<file path="config.mk">
export PLATFORM = sky130hd
export DESIGN_NAME = screen_mask_pattern_generator_core
export DESIGN_NICKNAME = d
export VERILOG_FILES = /design/src/smpg_pkg.sv /design/src/screen_mask_pattern_generator_core.sv /design/src/smpg_mod_pipe.sv
export SDC_FILE = /design/constraint.sdc
export NUM_CORES = 2
export LEC_CHECK = 0
export ABC_AREA = 1
export BUFFER_PORTS_ARGS = -buffer_cell sky130_fd_sc_hd__buf_2
export CAP_MARGIN = 20
export CELL_PAD_IN_SITES_DETAIL_PLACEMENT = 0
export CELL_PAD_IN_SITES_GLOBAL_PLACEMENT = 2
export CORE_MARGIN = 5
export CORE_UTILIZATION = 45
export CTS_CLUSTER_DIAMETER = 50
export DETAILED_ROUTE_END_ITERATION = 6
export PLACE_DENSITY_LB_ADDON = 0.1
export SLEW_MARGIN = 10
export SYNTH_ARGS = -nofsm -noshare
export SYNTH_HDL_FRONTEND = slang
export SYNTH_SLANG_ARGS = --single-unit
</file>
<file path="constraint.sdc">
create_clock -name clk_i -period 14.8 [get_ports clk_i]
set_input_delay 2.96 -clock clk_i [delete_from_list [all_inputs] [get_ports clk_i]]
set_output_delay 2.96 -clock clk_i [all_outputs]
set_load 0.02 [all_outputs]
</file>
<file path="src/smpg_pkg.sv">
// screen mask pattern generator: shared types, constants and arithmetic helpers
// used by smpg_mod_pipe and screen_mask_pattern_generator_core, no dependencies
package smpg_pkg;

  localparam int unsigned CoordBits = 12;
  localparam int unsigned FracBits  = 8;
  localparam int unsigned DivBits   = CoordBits + FracBits;
  localparam int unsigned CellBits  = 16;
  localparam int unsigned CfgBits   = 16;
  localparam int unsigned RegIdxBits = 2;
  localparam int unsigned DimBits   = 17;

  localparam int unsigned DigCnt = (CoordBits + 1) / 2;
  localparam int unsigned DigW   = 2 * DigCnt;
  localparam int unsigned SumW   = 5;

  localparam logic [8:0] StrengthMin = 9'd13;
  localparam logic [8:0] StrengthMax = 9'd256;
  localparam logic [CellBits-1:0] CellDefault = 16'd1024;

  localparam logic [7:0] CoefScan   = 8'd115;
  localparam logic [7:0] CoefGrScan = 8'd90;
  localparam logic [7:0] CoefGrPhos = 8'd46;
  localparam logic [7:0] CoefGrid   = 8'd141;
  localparam logic [7:0] CoefSub    = 8'd56;
  localparam logic [7:0] CoefDiff   = 8'd51;

  localparam logic [DimBits-1:0] OneQ16 = 17'h10000;
  localparam logic [7:0] ByteFull = 8'd255;

  typedef enum logic [2:0] {
    MODE_OFF    = 3'd0,
    MODE_SCAN   = 3'd1,
    MODE_GRILLE = 3'd2,
    MODE_GRID   = 3'd3,
    MODE_RGB    = 3'd4,
    MODE_BGR    = 3'd5,
    MODE_DIFF   = 3'd6
  } smpg_mode_e;

  typedef enum logic [RegIdxBits-1:0] {
    REG_MODE     = 2'd0,
    REG_STRENGTH = 2'd1,
    REG_CELL_W   = 2'd2,
    REG_CELL_H   = 2'd3
  } smpg_reg_e;

  typedef struct packed {
    logic [CoordBits-1:0] pos_x;
    logic [CoordBits-1:0] pos_y;
  } smpg_pix_in_t;

  typedef struct packed {
    logic [7:0] mask_red;
    logic [7:0] mask_green;
    logic [7:0] mask_blue;
  } smpg_pix_out_t;

  typedef struct packed {
    logic [1:0] col;
    logic       odd_row;
    logic       diag;
  } smpg_side_t;

  // column mod 3 from the sum of base-4 digits
  function automatic logic [1:0] mod3(input logic [CoordBits-1:0] v);
    logic [DigW-1:0] ve;
    logic [SumW-1:0] s;
    ve = DigW'(v);
    s  = '0;
    for (int i = 0; i < DigCnt; i++) begin
      s = s + SumW'(ve[2*i +: 2]);
    end
    if (s >= 5'd24) s = s - 5'd24;
    if (s >= 5'd12) s = s - 5'd12;
    if (s >= 5'd6)  s = s - 5'd6;
    if (s >= 5'd3)  s = s - 5'd3;
    return s[1:0];
  endfunction

  // one restoring remainder step
  function automatic logic [CellBits-1:0] mod_step(input logic [CellBits-1:0] rem,
                                                   input logic bit_in,
                                                   input logic [CellBits-1:0] d);
    logic [CellBits:0] t;
    t = {rem, bit_in};
    if (t >= {1'b0, d}) t = t - {1'b0, d};
    return t[CellBits-1:0];
  endfunction

  // round a Q1.16 factor to a byte
  function automatic logic [7:0] byte_q16(input logic [DimBits-1:0] f);
    logic [DimBits+8:0] t;
    logic [9:0] v;
    t = {1'b0, f, 8'b0} - (DimBits+9)'(f) + (DimBits+9)'(32'h8000);
    v = t[DimBits+8:16];
    return (v > 10'd255) ? ByteFull : v[7:0];
  endfunction

  // round a Q2.32 factor to a byte
  function automatic logic [7:0] byte_q32(input logic [2*DimBits-1:0] p);
    logic [2*DimBits+7:0] t;
    logic [9:0] v;
    t = {p, 8'b0} - (2*DimBits+8)'(p) + (2*DimBits+8)'(64'h8000_0000);
    v = t[2*DimBits+7:32];
    return (v > 10'd255) ? ByteFull : v[7:0];
  endfunction

endpackage

</file>
<file path="src/screen_mask_pattern_generator_core.sv">
// results pass through the one-bit-per-stage cell remainder pipeline, then the output register
// throughput: one transaction per cycle, stalls only where the output side holds back
// reset: mode off, strength 1.0, cell sizes 4.0, pipeline empty; derived mask bytes
// follow a register write through the registered dim factors, grille product and bytes
// depends on smpg_pkg and smpg_mod_pipe
module screen_mask_pattern_generator_core import smpg_pkg::*; (
  input  logic                  clk_i,
  input  logic                  rst_ni,
  input  logic                  cfg_we_i,
  input  logic [RegIdxBits-1:0] cfg_index_i,
  input  logic [CfgBits-1:0]    cfg_data_i,
  input  logic                  in_valid_i,
  output logic                  in_ready_o,
  input  smpg_pix_in_t          in_data_i,
  output logic                  out_valid_o,
  input  logic                  out_ready_i,
  output smpg_pix_out_t         out_data_o
);

  logic [2:0]          mode_q;
  logic [8:0]          strength_q;
  logic [CellBits-1:0] cell_w_q;
  logic [CellBits-1:0] cell_h_q;
  logic [8:0]          strength_sat;

  logic [CellBits-1:0] div_x_q;
  logic [CellBits-1:0] div_y_q;
  logic [DimBits-1:0]  dim_scan_q;
  logic [DimBits-1:0]  dim_gscan_q;
  logic [DimBits-1:0]  dim_phos_q;
  logic [DimBits-1:0]  dim_grid_q;
  logic [DimBits-1:0]  dim_sub_q;
  logic [DimBits-1:0]  dim_diff_q;
  logic [2*DimBits-1:0] grille_prod_q;
  logic [7:0]          byte_scan_q;
  logic [7:0]          byte_gscan_q;
  logic [7:0]          byte_phos_q;
  logic [7:0]          byte_grid_q;
  logic [7:0]          byte_sub_q;
  logic [7:0]          byte_diff_q;
  logic [7:0]          byte_gdim_odd_q;

  logic                pipe_valid;
  logic                pipe_ready;
  logic [CellBits-1:0] rem_x;
  logic [CellBits-1:0] rem_y;
  smpg_side_t          side;

  logic                grid_hit;
  logic [7:0]          full_b;
  logic [7:0]          dimd_b;
  smpg_pix_out_t       out_d;
  smpg_pix_out_t       out_q;
  logic                out_valid_q;

  always_comb begin
    priority if (cfg_data_i[8:0] < StrengthMin) begin
      strength_sat = StrengthMin;
    end else if (cfg_data_i[8:0] > StrengthMax) begin
      strength_sat = StrengthMax;
    end else begin
      strength_sat = cfg_data_i[8:0];
    end
  end

  always_ff @(posedge clk_i or negedge rst_ni) begin
    if (!rst_ni) begin
      mode_q     <= MODE_OFF;
      strength_q <= StrengthMax;
      cell_w_q   <= CellDefault;
      cell_h_q   <= CellDefault;
    end else if (cfg_we_i) begin
      unique case (smpg_reg_e'(cfg_index_i))
        REG_MODE:     mode_q     <= cfg_data_i[2:0];
        REG_STRENGTH: strength_q <= strength_sat;
        REG_CELL_W:   cell_w_q   <= cfg_data_i[CellBits-1:0];
        REG_CELL_H:   cell_h_q   <= cfg_data_i[CellBits-1:0];
      endcase
    end
  end

  // derived per-configuration values
  always_ff @(posedge clk_i) begin
    div_x_q <= (cell_w_q == '0) ? CellDefault : cell_w_q;
    div_y_q <= (cell_h_q == '0) ? CellDefault : cell_h_q;

    dim_scan_q  <= OneQ16 - DimBits'(strength_q) * DimBits'(CoefScan);
    dim_gscan_q <= OneQ16 - DimBits'(strength_q) * DimBits'(CoefGrScan);
    dim_phos_q  <= OneQ16 - DimBits'(strength_q) * DimBits'(CoefGrPhos);
    dim_grid_q  <= OneQ16 - DimBits'(strength_q) * DimBits'(CoefGrid);
    dim_sub_q   <= OneQ16 - DimBits'(strength_q) * DimBits'(CoefSub);
    dim_diff_q  <= OneQ16 - DimBits'(strength_q) * DimBits'(CoefDiff);

    grille_prod_q <= (2*DimBits)'(dim_phos_q) * (2*DimBits)'(dim_gscan_q);
    byte_scan_q   <= byte_q16(dim_scan_q);
    byte_gscan_q  <= byte_q16(dim_gscan_q);
    byte_phos_q   <= byte_q16(dim_phos_q);
    byte_grid_q   <= byte_q16(dim_grid_q);
    byte_sub_q    <= byte_q16(dim_sub_q);
    byte_diff_q   <= byte_q16(dim_diff_q);

    byte_gdim_odd_q <= byte_q32(grille_prod_q);
  end

  smpg_mod_pipe u_mod_pipe (
    .clk_i       (clk_i),
    .rst_ni      (rst_ni),
    .in_valid_i  (in_valid_i),
    .in_ready_o  (in_ready_o),
    .pix_i       (in_data_i),
    .div_x_i     (div_x_q),
    .div_y_i     (div_y_q),
    .out_valid_o (pipe_valid),
    .out_ready_i (pipe_ready),
    .rem_x_o     (rem_x),
    .rem_y_o     (rem_y),
    .side_o      (side)
  );

  assign grid_hit = (rem_x[CellBits-1:FracBits] == '0) || (rem_y[CellBits-1:FracBits] == '0);
  assign full_b   = side.odd_row ? byte_gscan_q : ByteFull;
  assign dimd_b   = side.odd_row ? byte_gdim_odd_q : byte_phos_q;

  always_comb begin
    out_d = '{mask_red: ByteFull, mask_green: ByteFull, mask_blue: ByteFull};
    unique case (mode_q)
      MODE_SCAN: begin
        if (side.odd_row) begin
          out_d = '{mask_red: byte_scan_q, mask_green: byte_scan_q, mask_blue: byte_scan_q};
        end
      end
      MODE_GRILLE: begin
        out_d.mask_red   = (side.col == 2'd0) ? full_b : dimd_b;
        out_d.mask_green = (side.col == 2'd1) ? full_b : dimd_b;
        out_d.mask_blue  = (side.col == 2'd2) ? full_b : dimd_b;
      end
      MODE_GRID: begin
        if (grid_hit) begin
          out_d = '{mask_red: byte_grid_q, mask_green: byte_grid_q, mask_blue: byte_grid_q};
        end
      end
      MODE_RGB: begin
        out_d.mask_red   = (side.col == 2'd0) ? ByteFull : byte_sub_q;
        out_d.mask_green = (side.col == 2'd1) ? ByteFull : byte_sub_q;
        out_d.mask_blue  = (side.col == 2'd2) ? ByteFull : byte_sub_q;
      end
      MODE_BGR: begin
        out_d.mask_red   = (side.col == 2'd2) ? ByteFull : byte_sub_q;
        out_d.mask_green = (side.col == 2'd1) ? ByteFull : byte_sub_q;
        out_d.mask_blue  = (side.col == 2'd0) ? ByteFull : byte_sub_q;
      end
      MODE_DIFF: begin
        if (side.diag) begin
          out_d = '{mask_red: byte_diff_q, mask_green: byte_diff_q, mask_blue: byte_diff_q};
        end
      end
      default: begin
        out_d = '{mask_red: ByteFull, mask_green: ByteFull, mask_blue: ByteFull};
      end
    endcase
  end

  // output register
  assign pipe_ready = !out_valid_q || out_ready_i;

  always_ff @(posedge clk_i or negedge rst_ni) begin
    if (!rst_ni) begin
      out_valid_q <= 1'b0;
    end else if (pipe_ready) begin
      out_valid_q <= pipe_valid;
    end
  end

  always_ff @(posedge clk_i) begin
    if (pipe_ready && pipe_valid) begin
      out_q <= out_d;
    end
  end

  assign out_valid_o = out_valid_q;
  assign out_data_o  = out_q;

  assert property (@(posedge clk_i) disable iff (!rst_ni)
    (strength_q >= StrengthMin) && (strength_q <= StrengthMax))
    else $error("strength register outside saturation range");

  assert property (@(posedge clk_i) disable iff (!rst_ni)
    $past(rst_ni) |-> (div_x_q != '0) && (div_y_q != '0))
    else $error("zero cell divisor reached the remainder pipeline");

  assert property (@(posedge clk_i) disable iff (!rst_ni)
    out_valid_o && (mode_q == MODE_OFF) |->
      (out_data_o.mask_red == ByteFull) && (out_data_o.mask_green == ByteFull) &&
      (out_data_o.mask_blue == ByteFull))
    else $error("mask applied with mode off");

  assert property (@(posedge clk_i) disable iff (!rst_ni)
    out_valid_o && ((mode_q == MODE_SCAN) || (mode_q == MODE_GRID) || (mode_q == MODE_DIFF)) |->
      (out_data_o.mask_red == out_data_o.mask_green) &&
      (out_data_o.mask_green == out_data_o.mask_blue))
    else $error("uniform mode gave unequal channels");

endmodule

</file>
<file path="src/smpg_mod_pipe.sv">
// pipelined remainder of the Q12.8 pixel position by the cell sizes, one bit per stage
// depends on smpg_pkg
module smpg_mod_pipe import smpg_pkg::*; (
  input  logic                clk_i,
  input  logic                rst_ni,
  input  logic                in_valid_i,
  output logic                in_ready_o,
  input  smpg_pix_in_t        pix_i,
  input  logic [CellBits-1:0] div_x_i,
  input  logic [CellBits-1:0] div_y_i,
  output logic                out_valid_o,
  input  logic                out_ready_i,
  output logic [CellBits-1:0] rem_x_o,
  output logic [CellBits-1:0] rem_y_o,
  output smpg_side_t          side_o
);

  localparam int unsigned NumStages = DivBits;

  logic                valid_q [NumStages];
  logic                stage_rdy [NumStages+1];
  logic [CellBits-1:0] rem_x_q [NumStages];
  logic [CellBits-1:0] rem_y_q [NumStages];
  smpg_side_t          side_q [NumStages];
  logic [DivBits-1:0]  dv_x_q [NumStages-1];
  logic [DivBits-1:0]  dv_y_q [NumStages-1];

  assign stage_rdy[NumStages] = out_ready_i;
  assign in_ready_o           = stage_rdy[0];

  for (genvar k = 0; k < NumStages; k++) begin : g_stage
    logic                vin;
    logic [DivBits-1:0]  dx_in;
    logic [DivBits-1:0]  dy_in;
    logic [CellBits-1:0] rx_in;
    logic [CellBits-1:0] ry_in;
    smpg_side_t          side_in;

    if (k == 0) begin : g_first
      assign vin           = in_valid_i;
      assign dx_in         = {pix_i.pos_x, FracBits'(0)};
      assign dy_in         = {pix_i.pos_y, FracBits'(0)};
      assign rx_in         = '0;
      assign ry_in         = '0;
      assign side_in.col     = mod3(pix_i.pos_x);
      assign side_in.odd_row = pix_i.pos_y[0];
      assign side_in.diag    = pix_i.pos_x[0] ^ pix_i.pos_y[0];
    end else begin : g_next
      assign vin     = valid_q[k-1];
      assign dx_in   = dv_x_q[k-1];
      assign dy_in   = dv_y_q[k-1];
      assign rx_in   = rem_x_q[k-1];
      assign ry_in   = rem_y_q[k-1];
      assign side_in = side_q[k-1];
    end

    assign stage_rdy[k] = !valid_q[k] || stage_rdy[k+1];

    always_ff @(posedge clk_i or negedge rst_ni) begin
      if (!rst_ni) begin
        valid_q[k] <= 1'b0;
      end else if (stage_rdy[k]) begin
        valid_q[k] <= vin;
      end
    end

    always_ff @(posedge clk_i) begin
      if (stage_rdy[k] && vin) begin
        rem_x_q[k] <= mod_step(rx_in, dx_in[DivBits-1], div_x_i);
        rem_y_q[k] <= mod_step(ry_in, dy_in[DivBits-1], div_y_i);
        side_q[k]  <= side_in;
      end
    end

    if (k < NumStages - 1) begin : g_shift
      always_ff @(posedge clk_i) begin
        if (stage_rdy[k] && vin) begin
          dv_x_q[k] <= {dx_in[DivBits-2:0], 1'b0};
          dv_y_q[k] <= {dy_in[DivBits-2:0], 1'b0};
        end
      end
    end
  end

  assign out_valid_o = valid_q[NumStages-1];
  assign rem_x_o     = rem_x_q[NumStages-1];
  assign rem_y_o     = rem_y_q[NumStages-1];
  assign side_o      = side_q[NumStages-1];

  // remainders stay below their divisors
  assert property (@(posedge clk_i) disable iff (!rst_ni)
    out_valid_o |-> (rem_x_o < div_x_i) && (rem_y_o < div_y_i))
    else $error("smpg_mod_pipe: remainder not below cell size");

  // column phase is always a valid mod 3 value
  assert property (@(posedge clk_i) disable iff (!rst_ni)
    out_valid_o |-> side_o.col != 2'd3)
    else $error("smpg_mod_pipe: column phase out of range");

  // a held result is not replaced while the next side stalls
  assert property (@(posedge clk_i) disable iff (!rst_ni)
    out_valid_o && !out_ready_i |=> out_valid_o && $stable(rem_x_o) && $stable(rem_y_o))
    else $error("smpg_mod_pipe: stalled result changed");

endmodule

</file>
==> metrics.txt <==
status completed; worst hold path type register to register; die width 452 um; Fin. Hold Viols 0; met3 Use GR 3.21%; FF+latch area 31300 um2; worst-path fanout max 4; Mean Syn Cell Area 8.91 um2; max-slew violations 0; Post-CTS Setup Bufs 0; Initial Util 45.2%; total track usage 23.9%; area leader, netlist edfxtp_1; Mapped Cells 9875; initial antenna violation count 13; CP endpoint kind primary output; Core Util, Final 49.8%; final non-filler cell total 12.7k; #FFs+latches synth 1122; # rows 162; FF-to-FF Start dim_phos_q[9]; M2 GR Usage 37.8%; Data arrival, critical path 5.26 ns; Reg2Reg Setup Slack 8.41 ns; CTS tree done; Worst Path Required 11.84 ns; layout cells sized above 1 6.23%; vias in the first global route 66.8k; Setup violations, final 0; routed wire length 247 mm; initial drt markers 4175; Max Clk Rate 122 MHz; hold_buf cts 0; R2R Path End grille_prod_q[31]; Slew Limit Headroom 20.7%; worst hold endpoint div_x_q[6]; post-cts sizing count 0; Final GP Congestion 0.858; # fillers 18.5k; layer with the highest usage met2; Syn Nets 11.3k; Routed WL per cell 19.3 um; first-pass GRT wire length 384 mm; synth warn 0; sequential share of the synthesized area 35.6%; Die Y 452 um; H-tree levels 4; clock buffer count from CTS 170; Hold Path Origin cell_w_q[6]; Hold Path Stages 0; ys flop type edfxtp_1; max_cap viols 0; Sink Count 1122; fin crit share 55.6%; share of the synthesized area in the top cell type 29.0%; # DRC 0; Port Buf Inserts 72; Post-synth EDFFs 849; area of the multi-input gates 50800 um2; TritonRoute pass-1 iters 5; measured slew at the worst slew-check pin 1.19 ns; clock transition at the registers of the reported paths 0.06 ns; top cells by area, synth edfxtp_1 (29%), ha_1 (16%), nand2_1 (7.7%); cells on worst reg2reg path 23; Worst Clk Skew 0.0544 ns; total global routing overflow 0; die area 204000 um2; setup repair after global routing missed its margin false; Crit Path Category primary input to primary output; commonest non-fill, non-tap cell in the layout nand2_1; post-DP HPWL 185 mm; Tmin final 8.22 ns; number of I/O pins 73; Clock Path Buffers 3; core area 195000 um2; mapped cell area 88000 um2; Async S/R FF share, synth 5.79%; most frequent cells in the layout nand2_1 (1797), inv_1 (1235), ha_1 (1093), a21oi_1 (983), edfxtp_1 (849); crit path launch type primary input; Vias/cell 5.31; Via Count 67.7k; post-route setup TNS 0 ns; Global Route met1 Usage 34.6%; largest net degree at the start of global routing 66; Clock Tree Root clkbuf_16; area growth from synthesis to layout 10.3%; Clk Latency, worst-skew pair 0.82 ns; post-route ant nets 0; nets 11.4k; Netlist cell types 75; # placed instances 12.4k
## Yosys cell counts, types with 17 or more instances
master	number
nand2_1	1797
inv_1	1246
ha_1	1093
a21oi_1	984
edfxtp_1	849
nor2_1	630
o21ai_0	373
xor2_1	357
fa_1	319
xnor2_1	300
nand3_1	293
o21ai_1	261
dfxtp_1	208
clkbuf_1	123
nor3_1	117
nand4_1	103
a31oi_1	79
a21o_1	78
dfrtp_1	62
nor4_1	47
buf_4	39
buf_2	38
o21ai_2	38
o21bai_1	35
o2111ai_1	32
o211ai_1	28
a221oi_1	27
a21boi_0	24
a311oi_1	21
a211oi_1	20
buf_6	20
nand2_2	17
## flip-flops by register name (all words and copies together), names as in the netlist, 19 cells and up
name and cells:
grille_prod_q 32, u_mod_pipe.g_stage.vin 19, u_mod_pipe.rem_y_q 312, u_mod_pipe.rem_x_q 312
u_mod_pipe.dv_x_q 66, out_data_o 24, u_mod_pipe.dv_y_q 55, u_mod_pipe.side_q 80
## metrics by stage
step,setup slack (ns),hold slack (ns),cell area [um2]
finish,6.58,0.378,97000
floorplan,6.94,0.400,88000
global route,6.42,0.396,97000
global placement,6.17,0.386,91100
CTS,6.51,0.380,97000
detailed placement,6.30,0.383,91100
## how the worst max path moves through the flow
stage / cells past startpoint / from / endpoint
after CTS: 14 / out_ready_i / in_ready_o
after detailed placement: 37 / in_data_i[12] / u_mod_pipe.side_q[0][2]
final: 14 / out_ready_i / in_ready_o
after floorplan: 36 / in_data_i[12] / u_mod_pipe.side_q[0][2]
after global placement: 37 / in_data_i[12] / u_mod_pipe.side_q[0][3]
after global routing: 14 / out_ready_i / in_ready_o
## area by class of cell
type	count	area share (%)
Antenna cell	2	0.00516
Clock buffer	197	4.63
Clock inverter	123	1.40
Inverter	1266	4.90
Multi-Input combinational cell	7261	52.4
Sequential cell	1122	32.3
Tap cell	2624	3.38
Timing Repair Buffer	153	1.04
## per-layer routing
layer | share of wire (%) | routed length, um | vias up
met2 | 45 | 110000 | 1260
met4 | 2.4 | 5830 | 0
met3 | 4.5 | 11100 | 312
met1 | 49 | 120000 | 32100
met5 | 0 | 0 | -
li1 | - | - | 34000
## cell families after synthesis
group / share of synthesized area (%)
AND/OR/NAND/NOR: 14.7
XOR/XNOR: 6.56
flip-flops: 35.6
AO/OA/AOI/OAI: 13.6
buffers and inverters: 6.76
adder cells (fa/ha/maj): 22.8
## worst max-delay path, cell delays in order
cell	delay [ns]
buf_2	0.10
inv_1	0.09
nand4_2	0.22
nor2_4	0.24
nand4_4	0.14
nor2_4	0.20
nand4_4	0.15
nor2_4	0.18
nand4_4	0.12
nor2_4	0.19
nand4_4	0.14
nor2_4	0.19
nand2_2	0.15
buf_2	0.19
Power is not shown: default switching activity piles up to over one toggle a cycle in this logic, so the estimate is an artifact.
